$ cat src/rtl/core/qes_disc.sv
// Two-stage discriminant b*b - 4*a*c with coefficient pass-through.
// Standalone, no package use.
module qes_disc #(
    parameter int CW = 16
) (
    input  logic                i_clk,
    input  logic                i_rst_n,
    input  logic                i_en,
    input  logic                i_valid,
    input  logic [CW-1:0]       i_a,
    input  logic [CW-1:0]       i_b,
    input  logic [CW-1:0]       i_c,
    output logic                o_valid,
    output logic [2*CW+1:0]     o_d,
    output logic [CW-1:0]       o_a,
    output logic [CW-1:0]       o_b,
    output logic [CW-1:0]       o_c,
    output logic                o_dneg,
    output logic                o_dzero
);
    localparam int DW = 2*CW+2;

    logic                 r_v1, r_v2;
    logic [CW-1:0]        r_a1, r_b1, r_c1, r_a2, r_b2, r_c2;
    logic signed [2*CW-1:0] r_bb, r_ac;
    logic signed [DW-1:0] r_d;
    logic signed [DW-1:0] n_d;

    assign n_d = $signed({{2{r_bb[2*CW-1]}}, r_bb}) - $signed({r_ac, 2'b00});

    always_ff @(posedge i_clk) begin
        if (!i_rst_n) begin
            r_v1 <= 1'b0;
            r_v2 <= 1'b0;
        end else if (i_en) begin
            r_v1 <= i_valid;
            r_v2 <= r_v1;
        end
        if (i_en) begin
            r_a1 <= i_a;
            r_b1 <= i_b;
            r_c1 <= i_c;
            r_bb <= $signed(i_b) * $signed(i_b);
            r_ac <= $signed(i_a) * $signed(i_c);
            r_a2 <= r_a1;
            r_b2 <= r_b1;
            r_c2 <= r_c1;
            r_d  <= n_d;
        end
    end

    assign o_valid = r_v2;
    assign o_dneg  = r_d[DW-1];
    assign o_dzero = (r_d == '0);
    assign o_d     = o_dneg ? '0 : r_d;
    assign o_a     = r_a2;
    assign o_b     = r_b2;
    assign o_c     = r_c2;
endmodule

$ cat config.mk
export PLATFORM = sky130hd
export DESIGN_NAME = qes_disc
export DESIGN_NICKNAME = d
export VERILOG_FILES = /design/src/rtl/core/qes_disc.sv
export SDC_FILE = /design/constraint.sdc
export NUM_CORES = 2
export LEC_CHECK = 0
export BUFFER_PORTS_ARGS = -buffer_cell sky130_fd_sc_hd__buf_2
export CORE_MARGIN = 5
export CORE_UTILIZATION = 58
export CTS_CLUSTER_DIAMETER = 200
export CTS_CLUSTER_SIZE = 8
export DETAILED_ROUTE_END_ITERATION = 10
export PLACE_DENSITY = 0.85
export SETUP_SLACK_MARGIN = 0.3
export SLEW_MARGIN = 5
export SYNTH_ARGS = -nofsm -noshare
export SYNTH_HDL_FRONTEND = slang
export SYNTH_SLANG_ARGS = --single-unit
$ cat constraint.sdc
create_clock -name i_clk -period 14.8 [get_ports i_clk]
set_clock_uncertainty 0.1 [all_clocks]
set_input_delay 0.74 -clock i_clk [delete_from_list [all_inputs] [get_ports i_clk]]
set_output_delay 0.74 -clock i_clk [all_outputs]
set_load 0.02 [all_outputs]
# After elaboration in Yosys (flattened, before gate mapping)
# Index checks and enable logic that the tools add are counted.
[totals] out_inout_bits=85 register_bits=196
[op_classes] n_reduce_logical=1 n_addsub=1 muxes=1 n_mul=2
[ops] operator="16-bit by 16-bit multiplier with 32-bit output" count=2
[ops] operator="34-bit logical NOT" count=1
[ops] operator="32-bit by 34-bit subtractor with 34-bit output" count=1
[ops] operator="33-bit two-way mux" count=1

# Longest topological paths before layout
[depth] word_depth=1 ltp_mapped=25

# Least setup slack after synthesis
# No wires, ideal clock.
[synth_timing] path_type="in2reg" startpoint="in i_b[15]" endpoint="reg r_bb[30] (data pin)" path_buffers=2 t_required_ps=14437 arrival_time_ps=6485 cell_stages=22 setup_ps=263 slack_ps=7953 path_cell_list="clkbuf_1 inv_1 buf_1 nor2_1 fa_1 fa_1 fa_1 fa_1 fa_1 inv_1 fa_1 inv_1 ha_1 a21o_1 a21o_1 a211oi_1 o21bai_1 a31o_2 o21a_1 o21a_1 o41ai_2 xnor2_1"
[synth_via] elab_chain_len=1
[synth_lines] element="start, declared" line="11" rtl="input logic [CW-1:0] i_b,"
[synth_lines] element="16-bit by 16-bit multiplier with 32-bit output" line="43" rtl="r_bb <= $signed(i_b) * $signed(i_b);"
[synth_lines] element="end signal, assigned" line="43"
[synth_lines] element="end, declared" line="25" rtl="logic signed [2*CW-1:0] r_bb, r_ac;"
# Every way passes these cells.
# A chain may end at the register's enable or synchronous reset.

# Final worst setup path
[layout_timing] startpoint="in i_b[15]" endpoint="reg r_bb[31] (data pin)"
# Same word-level chain as after synthesis.

==> results.py <==
metrics = {
    "status": {
        "status": "complete, no violations",
    },
    "critical_path": {
        "startpoint_type": "input pin",
        "cpPeakStageDelay_ns": 0.88,
        "critical_path_class": "in2reg",
        "reg2reg_slack_ns": 11.35,
        "arrival_ns": 7.10,
        "end_kind": "flip-flop",
        "crit_chain": "buf_2, inv_1, nor2_1, fa_1, fa_1, fa_1, fa_1, fa_1, inv_1, fa_1, inv_1, ha_1, o21ai_0, o21ai_0, a31o_2, a21oi_1, o21ai_0, o41ai_1, xnor2_1",
        "cp_data_required_time_ns": 14.91,
        "critPathSlowestCell": "fa_1",
        "crit_fanout": 20,
        "crit_path_frequent_cell": "fa_1",
    },
    "global_route": {
        "grt_first_pass_wirelength_um": 94830,
        "grt_max_degree": 124,
        "grt_antenna_before_repair": 1,
        "grt_pass1_vias": 20100,
        "grt_overflow": 0,
        "track_usage": 0.2348,
    },
    "floorplanning": {
        "rows": 78,
        "ioPinCount": 137,
        "die_x_um": 223.4,
        "start_util": 0.5844,
        "die_h_um": 223.4,
        "coreArea_mm2": 0.04519,
        "die-area_mm2": 0.04989,
    },
    "timing": {
        "fin_crit_ns": 6.985,
        "clock.fmax_mhz": 143.2,
        "worst_pin_slew_ns": 1.155,
        "setup_tns_ns": 0,
        "min_period_over_period": 0.4720,
        "hold_violations": 0,
        "rsz0062_at_grt": "false",
        "drv_slew": 0,
        "max-slew-margin-rel": 0.2303,
        "finalSetupViolCount": 0,
    },
    "detailed_routing": {
        "wire_per_inst_um": 17.27,
        "ant_nets": 0,
        "vias": 17810,
        "first_pass_iters": 5,
        "drt-initial-drc-count": 1138,
        "drc": 0,
        "routed_wl_um": 55950,
        "vias_per_cell": 5.500,
    },
    "yosys": {
        "synth_seq_area_share": 0.2176,
        "syn-cell-area_mm2": 0.02641,
        "synth_area_leaders": "fa_1 (38%), edfxtp_1 (22%), ha_1 (9.7%)",
        "syn_inst": 2534,
        "synthArstFlopShare": 0,
        "synth_enable_flop_cells": 190,
        "syn_avg_cell_area_um2": 10.42,
        "yosysTopAreaCell": "fa_1",
        "synth.top_cell.area_share": 0.3768,
        "synth_ff_type": "edfxtp_1",
        "yosysUniqueCellTypes": 66,
        "ys_warn_count": 0,
        "synth_seq_cells": 192,
    },
    "clock_network": {
        "clock-sinks": 192,
        "clock_latency_ns": 0.47,
        "postCtsHoldBufs": 0,
        "cts_max_path_buffers": 2,
        "cts_max_level": 4,
        "cts_tree": "yes",
        "cts_resized": 0,
        "cts_root_buffer": "clkbuf_16",
        "cts_made_buffers": 17,
        "cts_setup_buffers": 0,
        "clkTransAtPathRegs_ns": 0.08,
    },
    "placement": {
        "port_buffers": 134,
        "dpl.cell_count": 3207,
        "dp_hpwl_um": 44320,
        "gp_congestion": 0.9494,
    },
    "layout": {
        "seqCellArea_mm2": 0.005746,
        "nFillCells": 3401,
        "fin_util": 0.6247,
        "final_nets": 3379,
        "final_cell_mix": "inv_1 (649), fa_1 (497), nand2_1 (212)",
        "multiInputGateArea_mm2": 0.01798,
        "area_growth_syn_to_layout_pct": 6.899,
        "diodes": 0,
        "drive_gt1_frac": 0.07389,
        "layout_commonest_cell": "inv_1",
        "final_cells": 3239,
    },
    "run": {
        "max-cap-violations": 0,
    },
    "worst_hold_path": {
        "hold_class": "reg2reg",
    },
}
[kinds of logic (layout without fill, tap and decap cells)]
logic type,Yosys count,count (layout),share of synthesized area
and+or+nand+nor,590,590,0.1105
DFF,192,192,0.2176
adders and majority gates,701,701,0.4735
xor gates and xnor gates,107,107,0.03549
other,1,2,0.0001420
muxes,3,3,0.001137
buffers and inverters,712,816,0.1016
AOI/OAI and AO/OA,228,228,0.05999
[area by class of cell]
| cell class | instances | share of cell area |
|---|---|---|
| multi-input combinational | 1631 | 0.6370 |
| inverter | 649 | 0.08630 |
| timing repair buffer | 135 | 0.02434 |
| tap | 600 | 0.02660 |
| clock buffer | 18 | 0.01556 |
| clock inverter | 14 | 0.006693 |
| sequential | 192 | 0.2035 |
[Yosys cell counts, types with 3 or more instances]
| cell | count |
|---|---|
| ha_1 | 204 |
| nand3_1 | 18 |
| edfxtp_1 | 190 |
| a32oi_1 | 3 |
| nor2b_1 | 46 |
| o31a_1 | 4 |
| a221oi_1 | 3 |
| inv_1 | 649 |
| o21bai_1 | 13 |
| a211oi_1 | 10 |
| o21a_1 | 15 |
| nand2_1 | 212 |
| or3_1 | 5 |
| a31o_2 | 7 |
| buf_1 | 5 |
| buf_4 | 3 |
| a211o_1 | 3 |
| nor3_1 | 17 |
| and2_1 | 161 |
| a21o_1 | 33 |
| o21ai_0 | 34 |
| o31ai_1 | 3 |
| nand2b_1 | 12 |
| and3_1 | 7 |
| fa_1 | 497 |
| a31oi_1 | 8 |
| or2_2 | 7 |
| nor4_1 | 8 |
| mux2i_1 | 3 |
| o211ai_1 | 3 |
| nor2_1 | 84 |
| xnor2_1 | 78 |
| clkbuf_1 | 55 |
| nand4_1 | 6 |
| a21oi_1 | 61 |
| xor2_1 | 29 |
[state kept, by name, indices dropped and copies added (netlist names)]
signal   flops
r_ac        32
r_d         32
r_bb        30
o_a         16
o_b         16
o_c         16
r_a1        16
r_b1        16
r_c1        16
o_valid      1
r_v1         1
[worst max-delay path, delay by kind of cell]
kind	cells	cell delay, ns
and+or+nand+nor	1	0.32
AOI/OAI and AO/OA	6	1.33
xor gates and xnor gates	1	0.12
buffers and inverters	4	0.78
adders and majority gates	7	3.79
[per-stage QoR]
step	worst slack (ns)	hold slack, ns	area [µm²]
after global placement	7.541	0.3006	27600
after detailed placement	7.403	0.3045	27600
final	7.815	0.3211	28230
after global routing	7.461	0.3275	28230
after CTS	7.885	0.3208	28230
after floorplan	7.953	0.3003	26410
[final timing paths]
kind         startpoint        to  depth (start not counted)
min             r_a1[9]    o_a[9]                          0
max reg2reg     r_bb[2]   r_d[22]                         12
max             i_b[15]  r_bb[31]                         19
min reg2reg     r_a1[9]    o_a[9]                          0
[routing by layer]
layer  share of wire  GRT usage  vias to the layer above
met4           0.039    0.09664                        2
met2            0.52     0.4181                      658
met1            0.37     0.2854                     9055
li1                -          -                     7930
met3           0.064    0.03789                      169
met5         0.00023          0                        -
Power is not shown: default switching activity piles up to over one toggle a cycle in this logic, so the estimate is an artifact.
