<file path="src/rtl/core/qes_div.sv">
// Pipelined unsigned restoring divider, one quotient bit per stage.
// Standalone, no package use.
module qes_div #(
    parameter int DVW = 33,
    parameter int DSW = 17,
    parameter int SBW = 1
) (
    input  logic           i_clk,
    input  logic           i_rst_n,
    input  logic           i_en,
    input  logic           i_valid,
    input  logic [DVW-1:0] i_dvd,
    input  logic [DSW-1:0] i_dvs,
    input  logic [SBW-1:0] i_sb,
    output logic           o_valid,
    output logic [DVW-1:0] o_quot,
    output logic [SBW-1:0] o_sb
);
    logic           r_v   [DVW];
    logic [DVW-1:0] r_q   [DVW];
    logic [DSW-1:0] r_rem [DVW];
    logic [DSW-1:0] r_dvs [DVW];
    logic [SBW-1:0] r_sb  [DVW];
    logic           n_v   [DVW];
    logic [DVW-1:0] n_q   [DVW];
    logic [DSW-1:0] n_rem [DVW];
    logic [DSW-1:0] n_dvs [DVW];
    logic [SBW-1:0] n_sb  [DVW];

    always_comb begin
        logic [DVW-1:0] pq;
        logic [DSW-1:0] prem;
        logic [DSW:0]   rem2, diff;
        logic           ge;
        for (int k = 0; k < DVW; k++) begin
            if (k == 0) begin
                pq = i_dvd; prem = '0; n_dvs[k] = i_dvs;
                n_v[k] = i_valid; n_sb[k] = i_sb;
            end else begin
                pq = r_q[k-1]; prem = r_rem[k-1]; n_dvs[k] = r_dvs[k-1];
                n_v[k] = r_v[k-1]; n_sb[k] = r_sb[k-1];
            end
            rem2 = {prem, pq[DVW-1]};
            diff = rem2 - {1'b0, n_dvs[k]};
            ge   = (rem2 >= {1'b0, n_dvs[k]});
            n_rem[k] = ge ? diff[DSW-1:0] : rem2[DSW-1:0];
            n_q[k]   = {pq[DVW-2:0], ge};
        end
    end

    always_ff @(posedge i_clk) begin
        for (int k = 0; k < DVW; k++) begin
            if (!i_rst_n) begin
                r_v[k] <= 1'b0;
            end else if (i_en) begin
                r_v[k] <= n_v[k];
            end
            if (i_en) begin
                r_q[k]   <= n_q[k];
                r_rem[k] <= n_rem[k];
                r_dvs[k] <= n_dvs[k];
                r_sb[k]  <= n_sb[k];
            end
        end
    end

    assign o_valid = r_v[DVW-1];
    assign o_quot  = r_q[DVW-1];
    assign o_sb    = r_sb[DVW-1];
endmodule
</file>
<file path="config.mk">
export PLATFORM = sky130hd
export DESIGN_NAME = qes_div
export DESIGN_NICKNAME = d
export VERILOG_FILES = /design/src/rtl/core/qes_div.sv
export SDC_FILE = /design/constraint.sdc
export NUM_CORES = 2
export LEC_CHECK = 0
export BUFFER_PORTS_ARGS = -buffer_cell sky130_fd_sc_hd__buf_2
export CAP_MARGIN = 20
export CORE_MARGIN = 10
export CORE_UTILIZATION = 50
export DETAILED_ROUTE_END_ITERATION = 8
export GPL_ROUTABILITY_DRIVEN = 0
export PLACE_DENSITY = 0.61
export SLEW_MARGIN = 20
export SYNTH_ARGS = -nofsm -noshare
export SYNTH_HDL_FRONTEND = slang
export SYNTH_SLANG_ARGS = --single-unit
</file>
<file path="constraint.sdc">
create_clock -name i_clk -period 6.71 [get_ports i_clk]
set_input_delay 1.342 -clock i_clk [delete_from_list [all_inputs] [get_ports i_clk]]
set_output_delay 1.342 -clock i_clk [all_outputs]
set_load 0.01 [all_outputs]
</file>
* Yosys cells after proc, flatten, opt, wreduce, memory -nomap -nowiden *
Memory sizes are Yosys's and may differ from the RTL's.
Index checks and enable logic that the tools add are counted.

cells by class
  add/sub/neg operators = 33
  magnitude comparators = 33
  muxes and demuxes = 71
  bitwise logic cells = 33

operators with widths
  operator                        count
  >= comparator 18 x 17 -> 1 bit  32
  2-to-1 mux 17 bit               33
  subtractor 17 bit               32
  2-to-1 mux 1 bit                38
  bitwise OR 1 bit                33
  >= comparator 1 x 17 -> 1 bit   1
  subtractor 1 x 17 -> 17 bit     1

word-level totals
  register bits = 0
  bits in writable memories = 2277
  input bits = 55
  memories = 5

memory list
  name   words  width  rd ports  clocked after memory_dff  write ports  RTL line  RTL
  r_q    33     33     33        0                         33           20        logic [DVW-1:0] r_q [DVW];
  r_dvs  33     17     32        0                         33           22        logic [DSW-1:0] r_dvs [DVW];
  r_rem  33     17     32        0                         33           21        logic [DSW-1:0] r_rem [DVW];
  r_sb   33     1      33        0                         33           23        logic [SBW-1:0] r_sb [DVW];
  r_v    33     1      33        0                         33           19        logic r_v [DVW];

* Longest topological paths before layout *
  depth in word-level cells = 4
  depth in mapped cells = 15
  mapped depth without buffers = 13

* Worst setup path before layout *
Ideal clock, no wire load.

  path type = reg2reg
  start point = memory r_q[26][32] (netlist: r_q[0][890])
  end point = memory r_rem[27][8] (netlist: r_rem[0][467]), data pin
  arrival time = 3.042 ns
  slack = 3.408 ns
  cell stages (with the launch flop) = 15
  path buffers = 1
  cells stage by stage = edfxtp_1 > inv_1 > ha_1 > inv_1 > fa_1 > a21o_1 > a21oi_1 > o21bai_1 > a21oi_1 > o21ai_1 > nor2_1 > o31ai_1 > a211oi_4 > buf_4 > mux2_2

RTL lines
  item                RTL line
  start: declaration  20
  end: declaration    21

==> flow_summary.toml <==
[outcome]
status = "complete, no violations"

[grt]
grt_pass1_wl_um = 277400
first_global_vias = 51770
overflow = 0
track_usage_pct = 15.67
antenna_found_initial = 1
grt_max_degree = 192

[final_layout]
multiInputGateArea_um2 = 28670
final_area_um2 = 110700
syn_to_final_growth_pct = 11.57
num-fill-cells = 15680
num-nets-final = 7562
drive_gt1_share_pct = 12.84
regArea_um2 = 67340

[synthesis]
ys_seq_area_share_pct = 67.86
ys_async_sr_fraction_pct = 0
post-synth-top-count-cell = "edfxtp_1"
yosysTopAreaCell = "edfxtp_1"
ys_warn_count = 0
ys_ff_latch = 2243
synthTopCellsByArea = "edfxtp_1 68%, ha_1 6.9%, mux2_2 4.0%"
yosys-top-cells-count = "2,242 x edfxtp_1, 699 x inv_1, 546 x ha_1"
syn_nets = 7306
synthCells = 6674
synthDistinctLibCells = 87
synth_top_area_share_pct = 67.84
syn_avg_cell_area_um2 = 14.87
syn_area_um2 = 99240
synth_ff_type = "edfxtp_1"
synth_edf_count = 2242

[worst_setup_path]
cp.arrival_ns = 4.56
cp_max_fo = 27
worst_r2r_path_depth = 11
slowest_delay_ns = 0.64
cp.required_ns = 7.33
timing.setup.critical_path_class = "flip-flop to flip-flop"
rr_startpoint = "r_dvs[0][34]"
endpoint_kind = "flip-flop"
worstSetupStartpointType = "flip-flop"
crit_slowest_cell = "a211o_1"
rrSetupSlack_ns = 2.77
path_cells = "ha_1 -> inv_1 -> fa_1 -> a211oi_1 -> o21ai_1 -> a211oi_2 -> o311ai_1 -> o211ai_1 -> nand2_1 -> a211o_1 -> mux2_1"
r2r-end = "r_rem[0][63]"

[placement]
hpwl_um = 116500
placed_cell_area_um2 = 102800
io_buffers = 89

[hold_path]
hold_end = "r_q[0][722]"
whs_path_depth = 0
worstHoldStart = "r_q[0][688]"
min_path_type = "flip-flop to flip-flop"

[route]
antenna_left = 0
drt_iter0_drc = 3714
wirelength_um = 172300
drc_errors = 0
vias = 51570
viasPerCell = 5.277
dr.pass1.iters = 7
wl_per_cell_um = 17.63

[power]
irDropWorstVdd_mv = 0.2809
powerDensity_nw_per_um2 = 451.7
p_leak_nw = 42.82

[sta]
max_freq_mhz = 253.6
skew_ns = 0.04113
drv_slew = 0
rsz0062_at_grt = "no"
period_share_pct = 58.78
hold_viol = 0
setup_violations = 0
fin_crit_ns = 3.944
tns_ns = 0
slew_headroom_pct = 27.40
tightestPinTransition_ns = 1.089

[floorplan]
fp.coreArea_um2 = 197400
floorplan.rows = 163
start_util_pct = 50.27
die-area_um2 = 216700
die_w_um = 465.5
die_h_um = 465.5
io_pins = 90

[clock_tree]
cts_root_buf = "clkbuf_16"
htreeDepth = 4
cts-buffers-inserted = 232
postCtsSetupBuffers = 0
clkTransAtPathRegs_ns = 0.06
clock-sinks = 2243
clkLatencyLatePin_ns = 0.87
cts.hold.buffers_added = 0
tritoncts = "yes"
clk_path_buf_depth = 3
post_cts_resized = 0

[run]
maxCapViolations = 0
-- critical path: cells and delay by family, from the launching register on --
family,cells,cell delay (ns)
AO/OA/AOI/OAI,6,1.90
adder cells (fa/ha/maj),2,0.66
buffers and inverters,1,0.06
flip-flops,1,0.54
multiplexers,1,0.44
AND/OR/NAND/NOR,1,0.09
-- how the worst max path moves through the flow --
stage,endpoint,from,slack (ns)
2_1_floorplan,r_rem[0][467],r_q[0][890],3.41
3_3_place_gp,r_rem[0][375],r_dvs[0][357],2.76
3_5_place_dp,r_rem[0][375],r_dvs[0][357],2.80
4_1_cts,r_rem[0][63],r_dvs[0][34],2.76
5_1_grt,r_rem[0][52],r_dvs[0][34],2.47
6_report,r_rem[0][63],r_dvs[0][34],2.77
-- kinds of logic after synthesis --
kind of cell / synth area share (%)
mux: 4.507
fa+ha+maj: 7.509
simple gates: 4.593
xor+xnor: 3.848
flops: 67.86
compound gates: 8.383
buf+inv: 3.298
-- cells in the final DEF (no fill, tap or decap), drive strengths merged, types with 25 or more instances in the layout --
cell type	netlist	routed
a211oi	31	31
a21o	230	230
a21oi	422	422
a31oi	48	48
and3	63	63
buf	71	129
bufinv	0	34
clkbuf	36	264
clkinv	1	114
edfxtp	2242	2242
fa	31	31
ha	546	546
inv	699	708
mux2	372	372
mux2i	25	25
nand2	225	225
nand2b	44	44
nand3	58	58
nand4	60	60
nor2	262	262
nor2b	58	58
nor3	88	88
o21a	50	50
o21ai	246	246
o21bai	75	75
xnor2	298	298
xor2	138	138
-- where the power goes --
part	internal [mW]	switching (mW)	total, mW
registers	19.1	1.48	20.6
logic	7.98	8.45	16.4
clock network	7.68	5.34	13.0
total	34.7	15.3	50.0
-- state kept, by name, summed over array words and instances (netlist names) --
| name | flops |
|---|---|
| r_v | 33 |
| r_rem | 544 |
| r_q | 1089 |
| r_dvs | 544 |
| r_sb | 33 |
-- layout make-up --
cell class                      instances  share of cell area, %
Antenna cell                            4               0.009040
Timing Repair Buffer                  129                 0.8226
Tap cell                             2640                  2.983
Inverter                              700                  2.373
Multi-Input combinational cell       3624                  25.90
Clock inverter                        168                  1.724
Sequential cell                      2243                  60.82
Clock buffer                          264                  5.371
-- routing by layer --
| metal | vias to the layer above | part of all wire [%] | GRT usage (%) |
|---|---|---|---|
| met5 | - | 0 | 0 |
| met4 | 0 | 3.1 | 5.529 |
| met3 | 327 | 3.7 | 2.487 |
| met2 | 870 | 47 | 25.45 |
| met1 | 24990 | 46 | 21.47 |
| li1 | 25390 | - | - |
-- metrics by stage --
step	instances	util, %	hold WS [ns]	worst slack [ns]	total power, mW
floorplan	6674	-	0.4003	3.408	33.38
global placement	9335	52.09	0.4001	2.763	36.76
detailed placement	9336	52.09	0.4045	2.796	37.07
CTS	9768	56.07	0.3998	2.759	50.49
global route	9770	56.08	0.4084	2.466	53.17
finish	9772	56.09	0.4007	2.766	50.02
Note: power is estimated with default switching activity, not from simulation.
