### src/rtl/core/qes_sqrt.sv
// Pipelined integer square root, one result bit per stage, with sideband.
// Standalone, no package use.
module qes_sqrt #(
    parameter int SW  = 17,
    parameter int SBW = 1
) (
    input  logic            i_clk,
    input  logic            i_rst_n,
    input  logic            i_en,
    input  logic            i_valid,
    input  logic [2*SW-1:0] i_x,
    input  logic [SBW-1:0]  i_sb,
    output logic            o_valid,
    output logic [SW-1:0]   o_root,
    output logic [SBW-1:0]  o_sb
);
    localparam int RMW = SW+3;

    logic            r_v    [SW];
    logic [2*SW-1:0] r_x    [SW];
    logic [RMW-1:0]  r_rem  [SW];
    logic [SW-1:0]   r_root [SW];
    logic [SBW-1:0]  r_sb   [SW];
    logic            n_v    [SW];
    logic [2*SW-1:0] n_x    [SW];
    logic [RMW-1:0]  n_rem  [SW];
    logic [SW-1:0]   n_root [SW];
    logic [SBW-1:0]  n_sb   [SW];

    always_comb begin
        logic [2*SW-1:0] px;
        logic [RMW-1:0]  prem, rem2, trial;
        logic [SW-1:0]   proot;
        for (int k = 0; k < SW; k++) begin
            if (k == 0) begin
                px = i_x; prem = '0; proot = '0;
                n_v[k] = i_valid; n_sb[k] = i_sb;
            end else begin
                px = r_x[k-1]; prem = r_rem[k-1]; proot = r_root[k-1];
                n_v[k] = r_v[k-1]; n_sb[k] = r_sb[k-1];
            end
            rem2  = {prem[RMW-3:0], px[2*SW-1:2*SW-2]};
            trial = {1'b0, proot, 2'b01};
            n_x[k] = px << 2;
            if (rem2 >= trial) begin
                n_rem[k]  = rem2 - trial;
                n_root[k] = {proot[SW-2:0], 1'b1};
            end else begin
                n_rem[k]  = rem2;
                n_root[k] = {proot[SW-2:0], 1'b0};
            end
        end
    end

    always_ff @(posedge i_clk) begin
        for (int k = 0; k < SW; k++) begin
            if (!i_rst_n) begin
                r_v[k] <= 1'b0;
            end else if (i_en) begin
                r_v[k] <= n_v[k];
            end
            if (i_en) begin
                r_x[k]    <= n_x[k];
                r_rem[k]  <= n_rem[k];
                r_root[k] <= n_root[k];
                r_sb[k]   <= n_sb[k];
            end
        end
    end

    assign o_valid = r_v[SW-1];
    assign o_root  = r_root[SW-1];
    assign o_sb    = r_sb[SW-1];
endmodule

### config.mk
export PLATFORM = sky130hd
export DESIGN_NAME = qes_sqrt
export DESIGN_NICKNAME = d
export VERILOG_FILES = /design/src/rtl/core/qes_sqrt.sv
export SDC_FILE = /design/constraint.sdc
export NUM_CORES = 1
export LEC_CHECK = 0
export BUFFER_PORTS_ARGS = -buffer_cell sky130_fd_sc_hd__buf_2
export CAP_MARGIN = 25
export CORE_MARGIN = 2
export CORE_UTILIZATION = 60
export CTS_CLUSTER_DIAMETER = 30
export DETAILED_ROUTE_END_ITERATION = 8
export PLACE_DENSITY = 0.77
export REMOVE_ABC_BUFFERS = 1
export SLEW_MARGIN = 30
export SYNTH_ARGS = -nofsm -noshare
export SYNTH_HDL_FRONTEND = slang
export SYNTH_SLANG_ARGS = --single-unit
### constraint.sdc
create_clock -name i_clk -period 3.35 [get_ports i_clk]
set_clock_uncertainty 0.1 [all_clocks]
set_input_delay 0.335 -clock i_clk [delete_from_list [all_inputs] [get_ports i_clk]]
set_output_delay 0.335 -clock i_clk [all_outputs]
set_load 0.03 [all_outputs]
# == Yosys cells after proc, flatten, opt, wreduce, memory -nomap -nowiden ==
# Memories as Yosys holds them, arrays and structs flattened.
# Cells that the tools add are included.
# op_classes
addsub,17
n_mul,0
div,0
order_cmp,17
eq_ne,0
n_shift,0
muxes,56
bitwise_logic,17
n_reduce_logical,0
# ops
operator,count
2-to-1 mux 20 bit,17
>= comparator 20 x 19 -> 1 bit,16
subtractor 20 x 19 -> 20 bit,16
2-to-1 mux 1 bit,39
bitwise OR 1 bit,17
"subtractor 2 x 1 -> 3 bit, second input constant",1
">= comparator 2 x 1 -> 1 bit, second input constant",1
# word_totals
register_bits,0
latchBits,0
mem_bits_rw,1207
mem_bits_ro,0
input_bits,39
out_inout_bits,19
wordCells,112
mem_count,5
# memory_table
memory,words,width,rd,rd_ports_with_merged_regs,wr,line,rtl
r_x,17,32,16,0,17,20,logic [2*SW-1:0] r_x [SW];
r_rem,17,20,16,0,17,21,logic [RMW-1:0] r_rem [SW];
r_root,17,17,17,0,17,22,logic [SW-1:0] r_root [SW];
r_sb,17,1,17,0,17,23,logic [SBW-1:0] r_sb [SW];
r_v,17,1,17,0,17,19,logic r_v [SW];

# == Depth between registers and ports, before layout ==
# depth
depth_word,4
depth_mapped,13
ltp_nobuf,10

# == Least setup slack after synthesis ==
# OpenSTA, ideal clock, no wires.
# synth_timing
path_kind,reg-to-reg
start,mem r_rem[0][260] in the netlist's numbering
end,"mem r_rem[0][297] in the netlist's numbering, data pin"
setup_ns,0.260
arrival_time_ns,2.463
t_required_ns,2.990
slack_ns,0.527
path_stages_with_launch,9
path_buffers,0
period_less_slack_ns,2.823
cell_sequence,edfxtp_1 > ha_1 > or3_1 > o22a_1 > o221a_2 > a221o_1 > a22o_1 > nor3_2 > mux2_2
# synth_lines
item,line
start: declaration,21

==> PnR_summary.wiki <==
{| class="wikitable"
! Metric !! Value
|-
| Detailed router's first-iteration violation count || 1284
|-
| Initial Util || 61.0%
|-
| Cells after Synth || 2443
|-
| Cell area after placement || 0.0344 mm^2
|-
| Ratio of final minimum period to clock period || 96.8%
|-
| Clock sink count || ~730
|-
| Post-synthesis sequential element count || 727
|-
| Element type at the critical path end || flip-flop
|-
| Sequential element share of the synthesized area || roughly two thirds
|-
| CP delay by family, top || simple AND/OR/NAND/NOR gates
|-
| Final setup vio count || 0
|-
| Average routed wire per standard cell || roughly 18 um
|-
| CTS H-tree depth || 4
|-
| Max Cap Violations || 0
|-
| Max Transition Viols Final || 0
|-
| CTS tree || done
|-
| Max incr delay on CP || just over 600 ps
|-
| Number of antenna violations at the first check in global routing || 1
|-
| Clk_lat worst skew || 700 ps
|-
| Cell at the root of the clock tree || sky130_fd_sc_hd__clkbuf_16
|-
| Area of the mapped netlist || ~0.033 mm^2
|-
| Wire length of the first global-routing pass || 103000 um
|-
| Total Power || 29.3 mW
|-
| Crit Path Category || reg -> reg
|-
| Min cycle time layout || approximately 3200 ps
|-
| Critical Path Source Type || flip-flop
|-
| Global placer's final weighted congestion || between 0.9 and 1
|-
| Combined flip-flop and latch cell area || about 0.022 mm^2
|-
| Fraction of layout instances using a drive strength above 1 || 12.9%
|-
| Cell row count || 85
|-
| Post-synthesis area per instance || ~14 um^2
|-
| Standby leakage power || 15.6 nW
|-
| Via count of the first global-routing pass || 20401
|-
| CTS clk-pin slew, worst paths || 60 ps
|-
| Data required time of the critical path || 3670 ps
|-
| Number of port buffers || between 50 and 60
|-
| Cell with the most instances after synthesis || sky130_fd_sc_hd__edfxtp_1
|-
| Netlist cell types || 88
|-
| Overall die area || about 0.057 mm^2
|-
| Number of search-and-repair iterations in the first detailed-routing pass || 5
|-
| Core ar. || around 0.054 mm^2
|-
| Final Net Count || 2883
|-
| Power per cell area || 741 mW/mm^2
|-
| Detail Placement HPWL || around 40000 um
|-
| Largest net degree at the start of global routing || 119
|-
| Slowest cell on the critical path || sky130_fd_sc_hd__nor3b_1
|-
| Share of Yosys cell area claimed by the top area cell type || 66.0%
|-
| Vias per cell || 5.69
|-
| Least-Margin Pin Slew || 945 ps
|-
| Peak clock frequency supported by timing || 0.308 GHz
|-
| Multi-input gate area in the final layout || 0.0103 mm^2
|-
| Most frequent cells after synthesis || 726 x sky130_fd_sc_hd__edfxtp_1, 198 x sky130_fd_sc_hd__inv_1, 179 x sky130_fd_sc_hd__nor2_1, 171 x sky130_fd_sc_hd__ha_1, 160 x sky130_fd_sc_hd__a21oi_1
|-
| Routed Wire Length || around 64000 um
|-
| Post-synth ARST share || 0%
|-
| Number of buffers between clock root and the deepest sink || 3
|-
| Primary flip-flop cell chosen by synthesis mapping || sky130_fd_sc_hd__edfxtp_1
|-
| Die outline width || 239 um
|-
| Kind of path behind the tightest hold check || in -> reg
|-
| Setup repair after global routing missed its margin || false
|-
| Yosys Warn Count || 0
|-
| Sum of buffers and inverters on the critical path || 2
|-
| Hold Violations, Final || 0
|-
| Cell type with the largest total area after synthesis || sky130_fd_sc_hd__edfxtp_1
|-
| Cell area after layout || just under 0.04 mm^2
|-
| Remaining antenna violation count after routing || 0
|-
| Data arrival time of the critical path || between 3000 and 4000 ps
|-
| Relative slew slack || between 30% and 40%
|-
| Post-CTS Setup Inserts || 0
|-
| Global-route total usage across every layer || 23.0%
|-
| Area contributors post-synth || sky130_fd_sc_hd__edfxtp_1 66%, sky130_fd_sc_hd__ha_1 6.5%, sky130_fd_sc_hd__xnor2_1 2.9%, sky130_fd_sc_hd__a21oi_1 2.4%, sky130_fd_sc_hd__xor2_1 2.3%
|-
| Status || completed
|-
| Cell-by-cell trace of the critical path || inv_1 > ha_1 > nand3_1 > nor4_1 > nor3b_1 > or3_1 > buf_4 > mux2_1
|-
| Worst IR drop on VDD || 0.648 mV
|-
| Count of vias placed by the detailed router || between 15000 and 20000
|-
| Area growth from synthesis to layout || 19.6%
|-
| Top-level port count || 58
|-
| Post-route DRC violation count || 0
|-
| Crit-path max FO || 15
|-
| Num CTS Buffers || 136
|-
| Chip Height || 239 um
|-
| Number of enable flip-flop cells after synthesis || 726
|-
| Filler Cells Inserted || 3339
|-
| Congestion Overflow GR || 0
|}
==> logic make-up (layout without fill, tap and decap cells) <==
logic type | Yosys count | after routing | share of synthesized area [%]
flops | 727 | 727 | 66.1
simple gates | 604 | 604 | 9.13
compound gates | 466 | 466 | 8.95
buf+inv | 240 | 582 | 2.85
xor+xnor | 197 | 197 | 5.23
fa+ha+maj | 171 | 171 | 6.48
mux | 37 | 37 | 1.25
other cells | 1 | 3 | 0.0114
==> repair_timing <==
item	in CTS	in global routing
setup endpoints to repair	12	13
gates cloned	0	0
hold endpoints to repair	88	0
hold buffers	39	0
resized for setup	1	3
==> power breakdown <==
group	total (mW)	internal, mW	switching (mW)
Sequential	11.8	11.3	0.546
Combinational	3.66	1.59	2.07
Clock	13.8	9.10	4.68
==> layout by cell type, fill, tap and decap left out, types with 15 or more instances in the layout <==
master and count:
sky130_fd_sc_hd__edfxtp_1 726, sky130_fd_sc_hd__mux2_1 20, sky130_fd_sc_hd__nor2_1 179, sky130_fd_sc_hd__o21ai_0 70
sky130_fd_sc_hd__clkinv_1 24, sky130_fd_sc_hd__nand2_1 138, sky130_fd_sc_hd__or3_1 23, sky130_fd_sc_hd__xor2_1 86
sky130_fd_sc_hd__and3_1 23, sky130_fd_sc_hd__inv_6 16, sky130_fd_sc_hd__nand2b_1 33, sky130_fd_sc_hd__xnor2_1 111
sky130_fd_sc_hd__nand3_1 32, sky130_fd_sc_hd__o21ai_1 27, sky130_fd_sc_hd__clkinvlp_4 16, sky130_fd_sc_hd__bufinv_16 20
sky130_fd_sc_hd__a21o_1 44, sky130_fd_sc_hd__buf_2 56, sky130_fd_sc_hd__mux2_2 15, sky130_fd_sc_hd__ha_1 171
sky130_fd_sc_hd__o21a_1 38, sky130_fd_sc_hd__clkbuf_16 137, sky130_fd_sc_hd__dlygate4sd3_1 39, sky130_fd_sc_hd__nor3_1 51
sky130_fd_sc_hd__nor4_1 19, sky130_fd_sc_hd__nor2b_1 26, sky130_fd_sc_hd__a21oi_1 160, sky130_fd_sc_hd__buf_4 24
sky130_fd_sc_hd__inv_1 198, sky130_fd_sc_hd__nand4_1 19
==> per-layer routing <==
metal / up-vias / GRT usage (%) / wire length, um / part of all wire, %
li1: 9566 / - / - / -
met1: 9594 / 30.4 / 27600 / 43
met2: 527 / 37.5 / 30600 / 48
met3: 144 / 5.44 / 3680 / 5.8
met4: 0 / 8.77 / 1720 / 2.7
met5: - / 0 / 0 / 0
==> worst paths after layout <==
path	startpoint	end	slack, ps	cells after the start
hold / removal	i_x[7]	r_x[0][7]$_DFFE_PP_	250	2
setup reg to reg	r_root[0][173]$_DFFE_PP_	r_rem[0][224]$_DFFE_PP_	110	8
hold reg to reg	r_x[0][120]$_DFFE_PP_	r_x[0][154]$_DFFE_PP_	300	0
setup / recovery	r_root[0][173]$_DFFE_PP_	r_rem[0][224]$_DFFE_PP_	110	8
==> cell type report <==
cell class | instances | share of cell area (%)
flip-flops and latches | 727 | 55.3
multi-input cells | 1476 | 26.0
clock buffers | 147 | 8.78
clock inverters | 103 | 3.12
repair buffers | 129 | 2.65
well taps | 696 | 2.21
inverters | 203 | 1.93
diodes | 2 | 0.0127
==> state kept, by name, summed over array words and instances (netlist names) <==
signal  count
r_rem     268
r_x       272
r_sb       17
r_root    153
r_v        17
==> through the flow <==
stage	util [%]	setup WS, ps	instances	TNS [ps]	hold slack (ps)
after global routing	72.9	35.8	3481	0	214
after detailed placement	63.5	-153	3192	-1430	305
after global placement	63.5	-158	3192	-1500	301
after floorplan	-	91.7	2406	0	300
after CTS	72.9	107	3481	0	191
final	72.9	108	3483	0	247
Power figures use the tool's default switching activity.
